$ cat config.mk
export PLATFORM = sky130hd
export DESIGN_NAME = spi_slave_byte_fifo_exchange
export DESIGN_NICKNAME = d
export VERILOG_FILES = /design/src/sfx_pkg.sv /design/src/spi_slave_byte_fifo_exchange.sv /design/src/sfx_cell.sv /design/src/sfx_fifo.sv
export SDC_FILE = /design/constraint.sdc
export NUM_CORES = 1
export LEC_CHECK = 0
export ABC_AREA = 1
export BUFFER_PORTS_ARGS = -buffer_cell sky130_fd_sc_hd__buf_4
export CAP_MARGIN = 15
export CELL_PAD_IN_SITES_DETAIL_PLACEMENT = 1
export CELL_PAD_IN_SITES_GLOBAL_PLACEMENT = 1
export CORE_MARGIN = 5
export CORE_UTILIZATION = 53
export CTS_CLUSTER_SIZE = 10
export DETAILED_ROUTE_END_ITERATION = 10
export PLACE_DENSITY = 0.88
export RECOVER_POWER = 100
export SYNTH_ARGS = -nofsm -noshare
export SYNTH_HDL_FRONTEND = slang
export SYNTH_SLANG_ARGS = --single-unit
$ cat constraint.sdc
create_clock -name clk -period 4.04 [get_ports clk]
set_clock_uncertainty 0.05 [all_clocks]
set_input_delay 0.404 -clock clk [delete_from_list [all_inputs] [get_ports clk]]
set_output_delay 0.404 -clock clk [all_outputs]
set_load 0.01 [all_outputs]
$ cat src/sfx_pkg.sv
// Shared types and constants for the SPI slave byte exchanger.
package sfx_pkg;

    // Event codes carried in the mode field.
    localparam logic [1:0] MODE_XFER = 2'd0;
    localparam logic [1:0] MODE_PUT  = 2'd1;
    localparam logic [1:0] MODE_GET  = 2'd2;

    // Byte shifted out when the transmit queue runs dry, and the one after reset.
    localparam logic [7:0] FILLER_BYTE = 8'd200;
    localparam logic [7:0] RESET_NEXT  = 8'd201;

    // Width of the level fields on the result.
    localparam int LEVEL_W = 5;

    typedef struct packed {
        logic [1:0] mode;
        logic [7:0] rx_byte;
        logic [7:0] tx_data;
    } sfx_req_t;

    typedef struct packed {
        logic [7:0]         shift_byte;
        logic               ok;
        logic [7:0]         read_byte;
        logic               rx_dropped;
        logic [LEVEL_W-1:0] tx_level;
        logic [LEVEL_W-1:0] rx_level;
    } sfx_rsp_t;

    // Command broadcast to every cell of one queue.
    typedef struct packed {
        logic       push;
        logic       pop;
        logic [7:0] din;
    } sfx_cmd_t;

    // What one cell shows to its neighbors.
    typedef struct packed {
        logic       occ;
        logic [7:0] data;
    } sfx_link_t;

endpackage

$ cat src/spi_slave_byte_fifo_exchange.sv
// Top level of the SPI slave byte exchanger with transmit and receive queues.
//
// The req channel carries one event per transaction: a completed SPI transfer
// (mode 0) with the byte just received, a host put (mode 1) of a byte to
// send, or a host get (mode 2). Mode 3 does nothing but report the levels.
// Every accepted transaction gives exactly one rsp transaction holding the
// byte for the shift register, the ok flag, the byte read, the drop flag and
// both queue levels after the event.
// The response is registered at the edge that accepts the request. One request
// can be taken every cycle while req_ready is high; each queue is a row of
// cells that shifts or loads at that same edge, so the queues never limit the rate.
// When rsp is stalled a skid register holds one more response, so a request
// is still taken while a response waits; with both full, req_ready drops.
// Reset empties both queues and sets the held next byte to 201; a transfer
// with an empty transmit queue loads the filler byte 200 into the held slot.
module spi_slave_byte_fifo_exchange
    import sfx_pkg::*;
#(
    parameter int TX_DEPTH = 16,
    parameter int RX_DEPTH = 16
)
(
    input  logic     clk,
    input  logic     rst_n,
    input  logic     req_valid,
    output logic     req_ready,
    input  sfx_req_t req,
    output logic     rsp_valid,
    input  logic     rsp_ready,
    output sfx_rsp_t rsp
);

    localparam int TX_CNT_W = $clog2(TX_DEPTH + 1);
    localparam int RX_CNT_W = $clog2(RX_DEPTH + 1);

    sfx_cmd_t         tx_cmd;
    sfx_cmd_t         rx_cmd;
    logic [7:0]       tx_head;
    logic [7:0]       rx_head;
    logic [TX_CNT_W-1:0] tx_lvl;
    logic [RX_CNT_W-1:0] rx_lvl;
    logic [TX_CNT_W-1:0] tx_lvl_after;
    logic [RX_CNT_W-1:0] rx_lvl_after;
    logic             tx_full;
    logic             tx_empty;
    logic             rx_full;
    logic             rx_empty;

    logic             req_fire;
    logic             rsp_fire;
    sfx_rsp_t         res;

    logic [7:0]       held_reg;
    logic [7:0]       held_next;
    logic             out_valid_reg;
    logic             out_valid_next;
    sfx_rsp_t         out_data_reg;
    sfx_rsp_t         out_data_next;
    logic             skid_valid_reg;
    logic             skid_valid_next;
    sfx_rsp_t         skid_reg;
    sfx_rsp_t         skid_next;

    assign req_ready = !skid_valid_reg;
    assign req_fire  = req_valid && req_ready;
    assign rsp_fire  = out_valid_reg && rsp_ready;

    // Decode the event into queue commands and build the response.
    always_comb
    begin
        tx_cmd       = '0;
        rx_cmd       = '0;
        tx_cmd.din   = req.tx_data;
        rx_cmd.din   = req.rx_byte;
        held_next    = held_reg;
        res          = '0;
        tx_lvl_after = tx_lvl;
        rx_lvl_after = rx_lvl;
        unique case (req.mode)
            MODE_XFER:
            begin
                res.shift_byte = held_reg;
                res.ok         = 1'b1;
                tx_cmd.pop     = req_fire && !tx_empty;
                held_next      = tx_empty ? FILLER_BYTE : tx_head;
                rx_cmd.push    = req_fire && !rx_full;
                res.rx_dropped = rx_full;
                if (!tx_empty)
                begin
                    tx_lvl_after = TX_CNT_W'(tx_lvl - 1'b1);
                end
                if (!rx_full)
                begin
                    rx_lvl_after = RX_CNT_W'(rx_lvl + 1'b1);
                end
            end
            MODE_PUT:
            begin
                tx_cmd.push = req_fire && !tx_full;
                res.ok      = !tx_full;
                if (!tx_full)
                begin
                    tx_lvl_after = TX_CNT_W'(tx_lvl + 1'b1);
                end
            end
            MODE_GET:
            begin
                rx_cmd.pop    = req_fire && !rx_empty;
                res.ok        = !rx_empty;
                res.read_byte = rx_empty ? 8'd0 : rx_head;
                if (!rx_empty)
                begin
                    rx_lvl_after = RX_CNT_W'(rx_lvl - 1'b1);
                end
            end
            default:
            begin
                res.ok = 1'b0;
            end
        endcase
        res.tx_level = LEVEL_W'(tx_lvl_after);
        res.rx_level = LEVEL_W'(rx_lvl_after);
        if (!req_fire)
        begin
            held_next = held_reg;
        end
    end

    sfx_fifo #(
        .DEPTH (TX_DEPTH)
    ) u_tx_fifo (
        .clk   (clk),
        .rst_n (rst_n),
        .cmd   (tx_cmd),
        .head  (tx_head),
        .level (tx_lvl),
        .full  (tx_full),
        .empty (tx_empty)
    );

    sfx_fifo #(
        .DEPTH (RX_DEPTH)
    ) u_rx_fifo (
        .clk   (clk),
        .rst_n (rst_n),
        .cmd   (rx_cmd),
        .head  (rx_head),
        .level (rx_lvl),
        .full  (rx_full),
        .empty (rx_empty)
    );

    // Output register with a skid stage behind it.
    always_comb
    begin
        out_valid_next  = out_valid_reg;
        out_data_next   = out_data_reg;
        skid_valid_next = skid_valid_reg;
        skid_next       = skid_reg;
        if (skid_valid_reg)
        begin
            if (rsp_fire)
            begin
                out_data_next   = skid_reg;
                skid_valid_next = 1'b0;
            end
        end
        else if (req_fire)
        begin
            if (!out_valid_reg || rsp_fire)
            begin
                out_data_next  = res;
                out_valid_next = 1'b1;
            end
            else
            begin
                skid_next       = res;
                skid_valid_next = 1'b1;
            end
        end
        else if (rsp_fire)
        begin
            out_valid_next = 1'b0;
        end
    end

    always_ff @(posedge clk or negedge rst_n)
    begin
        if (!rst_n)
        begin
            held_reg       <= RESET_NEXT;
            out_valid_reg  <= 1'b0;
            skid_valid_reg <= 1'b0;
        end
        else
        begin
            held_reg       <= held_next;
            out_valid_reg  <= out_valid_next;
            skid_valid_reg <= skid_valid_next;
        end
    end

    always_ff @(posedge clk)
    begin
        out_data_reg <= out_data_next;
        skid_reg     <= skid_next;
    end

    assign rsp_valid = out_valid_reg;
    assign rsp       = out_data_reg;

    // A waiting skid entry always sits behind a valid output entry.
    a_skid_behind_out: assert property (@(posedge clk) disable iff (!rst_n)
        skid_valid_reg |-> out_valid_reg)
        else $error("skid entry held without an output entry");

    // Queue levels never pass their depths.
    a_levels_bounded: assert property (@(posedge clk) disable iff (!rst_n)
        (32'(tx_lvl) <= TX_DEPTH) && (32'(rx_lvl) <= RX_DEPTH))
        else $error("queue level beyond depth");

    // A transfer refills the held byte from the queue head or the filler.
    a_held_refill: assert property (@(posedge clk) disable iff (!rst_n)
        (req_fire && req.mode == MODE_XFER) |=>
        held_reg == ($past(tx_empty) ? FILLER_BYTE : $past(tx_head)))
        else $error("held byte not refilled correctly");

    // The level counters agree with the occupancy of the head cells.
    a_empty_matches_level: assert property (@(posedge clk) disable iff (!rst_n)
        (tx_empty == (tx_lvl == '0)) && (rx_empty == (rx_lvl == '0)))
        else $error("queue level disagrees with head cell");

endmodule

$ cat src/sfx_cell.sv
// One storage cell of a shifting byte queue.
module sfx_cell
    import sfx_pkg::*;
(
    input  logic      clk,
    input  logic      rst_n,
    input  sfx_cmd_t  cmd,
    input  logic      prev_occ,
    input  sfx_link_t nbr,
    output sfx_link_t link
);

    logic       occ_reg;
    logic       occ_next;
    logic [7:0] data_reg;
    logic [7:0] data_next;

    // A pop moves every entry one cell toward the head; a push lands in the
    // first empty cell, the one whose lower neighbor is occupied.
    always_comb
    begin
        occ_next  = occ_reg;
        data_next = data_reg;
        if (cmd.pop)
        begin
            occ_next  = nbr.occ;
            data_next = nbr.data;
        end
        else if (cmd.push && !occ_reg && prev_occ)
        begin
            occ_next  = 1'b1;
            data_next = cmd.din;
        end
    end

    always_ff @(posedge clk or negedge rst_n)
    begin
        if (!rst_n)
        begin
            occ_reg <= 1'b0;
        end
        else
        begin
            occ_reg <= occ_next;
        end
    end

    always_ff @(posedge clk)
    begin
        data_reg <= data_next;
    end

    assign link.occ  = occ_reg;
    assign link.data = data_reg;

endmodule

$ cat src/sfx_fifo.sv
// Byte queue built as a row of shifting cells with a level counter.
module sfx_fifo
    import sfx_pkg::*;
#(
    parameter int DEPTH = 16,
    parameter int CNT_W = $clog2(DEPTH + 1)
)
(
    input  logic             clk,
    input  logic             rst_n,
    input  sfx_cmd_t         cmd,
    output logic [7:0]       head,
    output logic [CNT_W-1:0] level,
    output logic             full,
    output logic             empty
);

    sfx_link_t        cells [DEPTH];
    logic [CNT_W-1:0] level_reg;
    logic [CNT_W-1:0] level_next;

    // The row of cells; cell 0 is the head of the queue.
    for (genvar i = 0; i < DEPTH; i++)
    begin : g_cell
        sfx_link_t nbr;
        logic      prev_occ;

        if (i == DEPTH - 1)
        begin : g_last
            assign nbr = '0;
        end
        else
        begin : g_mid
            assign nbr = cells[i+1];
        end

        if (i == 0)
        begin : g_first
            assign prev_occ = 1'b1;
        end
        else
        begin : g_rest
            assign prev_occ = cells[i-1].occ;
        end

        sfx_cell u_cell (
            .clk      (clk),
            .rst_n    (rst_n),
            .cmd      (cmd),
            .prev_occ (prev_occ),
            .nbr      (nbr),
            .link     (cells[i])
        );
    end

    // Level counter; push and pop never come together.
    always_comb
    begin
        level_next = level_reg;
        if (cmd.push)
        begin
            level_next = CNT_W'(level_reg + 1'b1);
        end
        else if (cmd.pop)
        begin
            level_next = CNT_W'(level_reg - 1'b1);
        end
    end

    always_ff @(posedge clk or negedge rst_n)
    begin
        if (!rst_n)
        begin
            level_reg <= '0;
        end
        else
        begin
            level_reg <= level_next;
        end
    end

    assign head  = cells[0].data;
    assign level = level_reg;
    assign empty = !cells[0].occ;
    assign full  = cells[DEPTH-1].occ;

endmodule
Word level (Yosys, flattened, before mapping)

Cells that the tools add are included.

Flip-flop bits (word level): 364
Bits in latches: 0
Bits in writable memories: 0
ROM bits: 0
Input port bits: 22
Output and inout bits: 30
Word-level logic and storage cells: 391
Memories: 0

Add/sub/neg operators: 4
Multipliers: 0
Div/mod/pow operators: 0
Magnitude comparators: 0
Equal/unequal tests: 4
Shift operators: 0
Muxes and demuxes: 155
Bitwise logic cells: 2
Reduce and logical (&&, ||, !) cells: 145

Operator list:

| kind                                                                  | number |
|---|---|
| 8-bit 2-to-1 mux                                                      | 64 |
| 28-bit 2-to-1 mux                                                     | 4 |
| 1-bit 2-to-1 mux                                                      | 76 |
| 2-bit nonzero test                                                    | 37 |
| 1-bit logical AND                                                     | 68 |
| 5-bit 2-to-1 mux                                                      | 8 |
| 1-bit logical NOT                                                     | 34 |
| 5-bit case mux with 2 select lines                                    | 2 |
| 5-bit by 1-bit adder with 5-bit output, second input constant         | 2 |
| 5-bit by 1-bit subtractor with 5-bit output, second input constant    | 2 |
| 3-bit AND reduction                                                   | 3 |
| 1-bit case mux with 3 select lines                                    | 1 |
| 2-bit by 1-bit equality test with 1-bit output, second input constant | 1 |
| 2-bit equality test, second input constant                            | 1 |
| 2-bit logical NOT                                                     | 1 |
| 2-bit by 1-bit != test with 1-bit output, second input constant       | 1 |
| 2-bit != test, second input constant                                  | 1 |
| 1-bit inverter                                                        | 2 |
| 2-bit AND reduction                                                   | 1 |
| 1-bit logical OR                                                      | 1 |

Logic depth before layout (Yosys ltp)

Depth in word-level cells: 8
Gate-level depth with buffers: 9
Mapped depth without buffers: 9

Hierarchy

A second synthesis with hierarchy kept.

Cell total of the unflattened synthesis: 1837
Area total of the unflattened synthesis: 17516.8 µm²

Modules (own cells, without submodules):

| module                       | instances | cells an instance | area each (µm²) | sequential area each (µm²) |
|---|---|---|---|---|
| sfx_cell                     | 32        | 44                | 426.7           | 265.3 |
| spi_slave_byte_fifo_exchange | 1         | 335               | 3135.5          | 1936.9 |
| sfx_fifo (u_tx_fifo)         | 1         | 47                | 365.4           | 125.1 |
| sfx_fifo (u_rx_fifo)         | 1         | 47                | 362.8           | 125.1 |

Worst setup path after synthesis

No wires, ideal clock.

Path type: flip-flop to flip-flop
Start: register skid_valid_reg
End: register out_data_reg, in the netlist rsp[0], enable pin
Arrival time: 1.948 ns
Required time: 3.577 ns
Setup slack: 1.629 ns
Stages on the path, launching flop included: 4
Path buffers: 1
Clock period less this slack: 2.411 ns
Cells stage by stage: dfrtp_1 > clkbuf_1 > a21oi_1 > nor2_1

Cells in the longest elaborated chain, start to end: 4
Elaborated cells on any way between the ends: 6
Classes of those cells: 1 x eq/ne; 5 x reduce/logical

RTL lines:

| what                            | line                                | RTL |
|---|---|---|
| start: declaration              | spi_slave_byte_fifo_exchange.sv:59  | `logic skid_valid_reg;` |
| start signal: assignment        | spi_slave_byte_fifo_exchange.sv:199 | `skid_valid_reg <= skid_valid_next;` |
| 1-bit logical NOT               | spi_slave_byte_fifo_exchange.sv:64  | `assign req_ready = !skid_valid_reg;` |
| 1-bit logical AND               | spi_slave_byte_fifo_exchange.sv:65  | `assign req_fire = req_valid && req_ready;` |
| 2-bit nonzero test (no line)    | n/a                                 |  |
| 3-bit AND reduction (no line) * | n/a                                 |  |
| end signal: assignment          | spi_slave_byte_fifo_exchange.sv:205 | `out_data_reg <= out_data_next;` |
| end: declaration                | spi_slave_byte_fifo_exchange.sv:57  | `sfx_rsp_t out_data_reg;` |

Mark *: on every way between the ends. The rest lies on a longest branch, timed or not.
A chain may end at the register's enable or synchronous reset.

Worst setup path after layout

Start: register u_rx_fifo.g_cell[0].u_cell.occ_reg
End: register u_rx_fifo.g_cell[5].u_cell.data_reg[4] (data pin)

Cells in the longest elaborated chain, start to end: 3

RTL lines:

| what                                              | line                                | RTL |
|---|---|---|
| start: declaration                                | sfx_cell.sv:13                      | `logic occ_reg;` |
| start signal: assignment                          | sfx_cell.sv:44                      | `occ_reg <= occ_next;` |
| 1-bit logical AND                                 | spi_slave_byte_fifo_exchange.sv:108 | `rx_cmd.pop = req_fire && !rx_empty;` |
| 1-bit 2-to-1 mux                                  | spi_slave_byte_fifo_exchange.sv:79  | `unique case (req.mode)` |
| 8-bit 2-to-1 mux                                  | sfx_cell.sv:24                      | `if (cmd.pop)` |
| named net u_rx_fifo.g_cell[5].u_cell.data_next[4] | sfx_cell.sv:16                      | `logic [7:0] data_next;` |
| end signal: assignment                            | sfx_cell.sv:50                      | `data_reg <= data_next;` |
| end: declaration                                  | sfx_cell.sv:15                      | `logic [7:0] data_reg;` |

The timed path passes the listed nets, and every way through them passes these cells.

==> flow_summary.yaml <==
power:
  clockPowerShare_pct: 41.7
  combPwrFrac_pct: 6.8
  powerDensity_mw_per_mm2: 502
  switchingPower_mw: 1.93
  irDropWorstVdd_uv: 632
  total_power_mw: 8.36
  p_int_mw: 6.44
  p_sw_share_pct: 23.0
  p_leak_nw: 6.70
  seq_power_share_pct: 51.5
clocking:
  cts_resized: 0
  h-tree-depth: 2
  clock_latency_ps: 550
  clkTransAtPathRegs_ps: 60
  cts_buffer_depth: 3
  cts.sinks: 364
  cts_buffers: 42
  cts_tree: "built"
  cts_root_buffer: "clkbuf_16"
critical_path:
  worstSetupStartpointType: "flip-flop"
  crit_required_ps: 4370
  critPathKind: "flip-flop to flip-flop"
  crit_path_start: "u_rx_fifo.g_cell[0].u_cell.occ_reg$_DFFE_PN0P_"
  regToRegSetupSlack_ps: 930
  reg2reg_to: "u_rx_fifo.g_cell[5].u_cell.data_reg[4]$_DFFE_PP_"
  crit_fanout: 33
  reg2reg_depth: 7
  endpoint_kind: "flip-flop"
  rr_startpoint: "u_rx_fifo.g_cell[0].u_cell.occ_reg$_DFFE_PN0P_"
  arrival_ps: 3440
placed_design:
  numPortBuffers: 51
  hpwl_um: 20600
  pre_cts_slack_ps: 1060
  gp_congestion: 0.826
flow_run:
  maxCapViolations: 0
route:
  routedWlPerCell_um: 17.4
  detail-route-antenna-nets: 0
  drcViolationCount: 0
  vias: 9938
  drtPass1Iterations: 5
  drt_wl_total_um: 32500
  dr.first_iter.drc_count: 622
  vias_per_cell: 5.31
final_layout:
  nNetsFinal: 1487
  diodes: 0
  area_delta_synth_final_pct: 10.6
  final_layout_size_suffix_gt1_share_pct: 5.89
sta:
  layout_setup_ws_ps: 935
  finalCriticalPeriod_ps: 3110
  hold_viol_final: 0
  relSlewSlack_pct: 1.60
  setup_viol: 0
  rsz0062_at_grt: "false"
  min_period_over_period_pct: 76.9
  fmax_ghz: 0.322
  whs_ps: 110
  finalMaxSlewViolations: 0
  setup_tns_ps: 0
  tightest_slew_ps: 1480
die:
  io_pins: 52
  coreArea_mm2: 0.0279
  die_w_um: 179
  std_cell_rows: 61
  start_util_pct: 53.9
  fp.dieH_um: 179
  dieArea_mm2: 0.0319
logic_synthesis:
  ys_types: 31
  synth_most_common_cell: "nand2_1"
  synth_top_cells_by_count: "651 x nand2_1, 296 x edfxtp_1, 74 x inv_1"
  synth_area_leaders: "edfxtp_1 59%, nand2_1 16%, dfrtp_1 8.0%"
  async_flop_share_pct: 14.3
  yosysTopAreaCell: "edfxtp_1"
  synth_top_area_share_pct: 59.0
  synthesis.area_mm2: 0.0151
  synth-edff-count: 296
  synth_warnings: 0
  syn_avg_cell_area_um2: 10.6
  ys_seq_area_share_pct: 69.8
  ys_ff_latch: 364
  synth_nets: 1453
  synth_flop_cell: "edfxtp_1"
  netlist_instances: 1427
min_path:
  hold_path_depth: 3
  hold_path_class: "primary input to flip-flop"
  min_to: "u_rx_fifo.g_cell[15].u_cell.data_reg[7]$_SDFFE_PP0P_"
  min_from: "req[15]"
outcome:
  status: "finished clean"
global_route:
  grt_pass1_vias: 10874
  grt_usage_pct: 20.8
  antenna_found_initial: 0
  overflow: 0
  grt_max_degree: 95
  grt_first_pass_wirelength_um: 53400
[power by group through the flow]
stage                     combinational [mW]  sequential [mW]  clock [mW]
after detailed placement               0.682             4.39           0
after CTS                              0.692             4.31        3.56
after floorplan                        0.293             4.45           0
after global routing                   0.640             4.32        3.73
final                                  0.569             4.31        3.48
after global placement                 0.634             4.38           0
[cell families (layout without fill, tap and decap cells)]
logic type | count (synthesis) | in the layout | share of synthesized area [%]
simple gates | 806 | 806 | 21.2
flops | 364 | 364 | 69.8
buf+inv | 154 | 222 | 4.88
compound gates | 90 | 90 | 3.30
xor+xnor | 9 | 9 | 0.523
fa+ha+maj | 4 | 4 | 0.332
[critical path: stages (launching register included)]
cell	delay (ps)
dfrtp_1	400
nand3_1	390
inv_1	330
nand2_2	200
inv_1	650
clkbuf_2	660
nand2_1	150
nand2_1	110
[stage by stage]
stage,cell area (um^2),cells,utilization (%)
after floorplan,15100,1427,-
after global placement,15600,1792,55.8
after detailed placement,15600,1792,55.8
after CTS,16800,1871,60.3
after global routing,16700,1873,59.6
final,16700,1873,59.6
[cell usage in the layout, fill, tap and decap left out, drive strengths merged]
cell         instances
a31oi               26
clkinv               2
xor2                 7
nand4                4
dfrtp               48
o21ai               28
o22ai                1
dfxtp               16
nor2                73
inv                 82
buf                 24
ha                   4
dfstp                4
a21oi               30
clkbuf             112
or2                  3
edfxtp             296
nand2              664
o211ai               5
dlygate4sd3          1
xnor2                2
nand3               62
bufinv               1
[timing repair]
item / CTS / global route
hold buffers: 1 / 0
buffers inserted: 0 / 0
hold endpoints to repair: 48 / 0
[metal layers]
metal	wire [um]	global-route usage (%)	vias up	part of all wire (%)
met3	1220	3.45	77	3.7
li1	-	-	4742	-
met5	0	0	-	0
met2	17500	39.8	191	54
met1	13000	23.6	4928	40
met4	852	6.52	0	2.6
[layout make-up]
| type | instances | area [um^2] |
|---|---|---|
| clock buffer | 74 | 1170 |
| inverter | 81 | 305 |
| tap | 378 | 473 |
| multi-input combinational | 909 | 3770 |
| fill | 3056 | 11300 |
| sequential | 364 | 10500 |
| clock inverter | 4 | 63.8 |
| timing repair buffer | 63 | 360 |
[worst max path at each step]
stage / cells after the start / end
after floorplan: 3 / rsp[0]$_DFFE_PP_
after global placement: 9 / u_tx_fifo.g_cell[14].u_cell.data_reg[5]$_DFFE_PP_
after detailed placement: 9 / u_tx_fifo.g_cell[5].u_cell.data_reg[3]$_DFFE_PP_
after CTS: 8 / u_tx_fifo.g_cell[8].u_cell.data_reg[7]$_DFFE_PP_
after global routing: 7 / u_rx_fifo.g_cell[10].u_cell.data_reg[6]$_DFFE_PP_
final: 7 / u_rx_fifo.g_cell[5].u_cell.data_reg[4]$_DFFE_PP_
(Power assumes the default switching activity.)
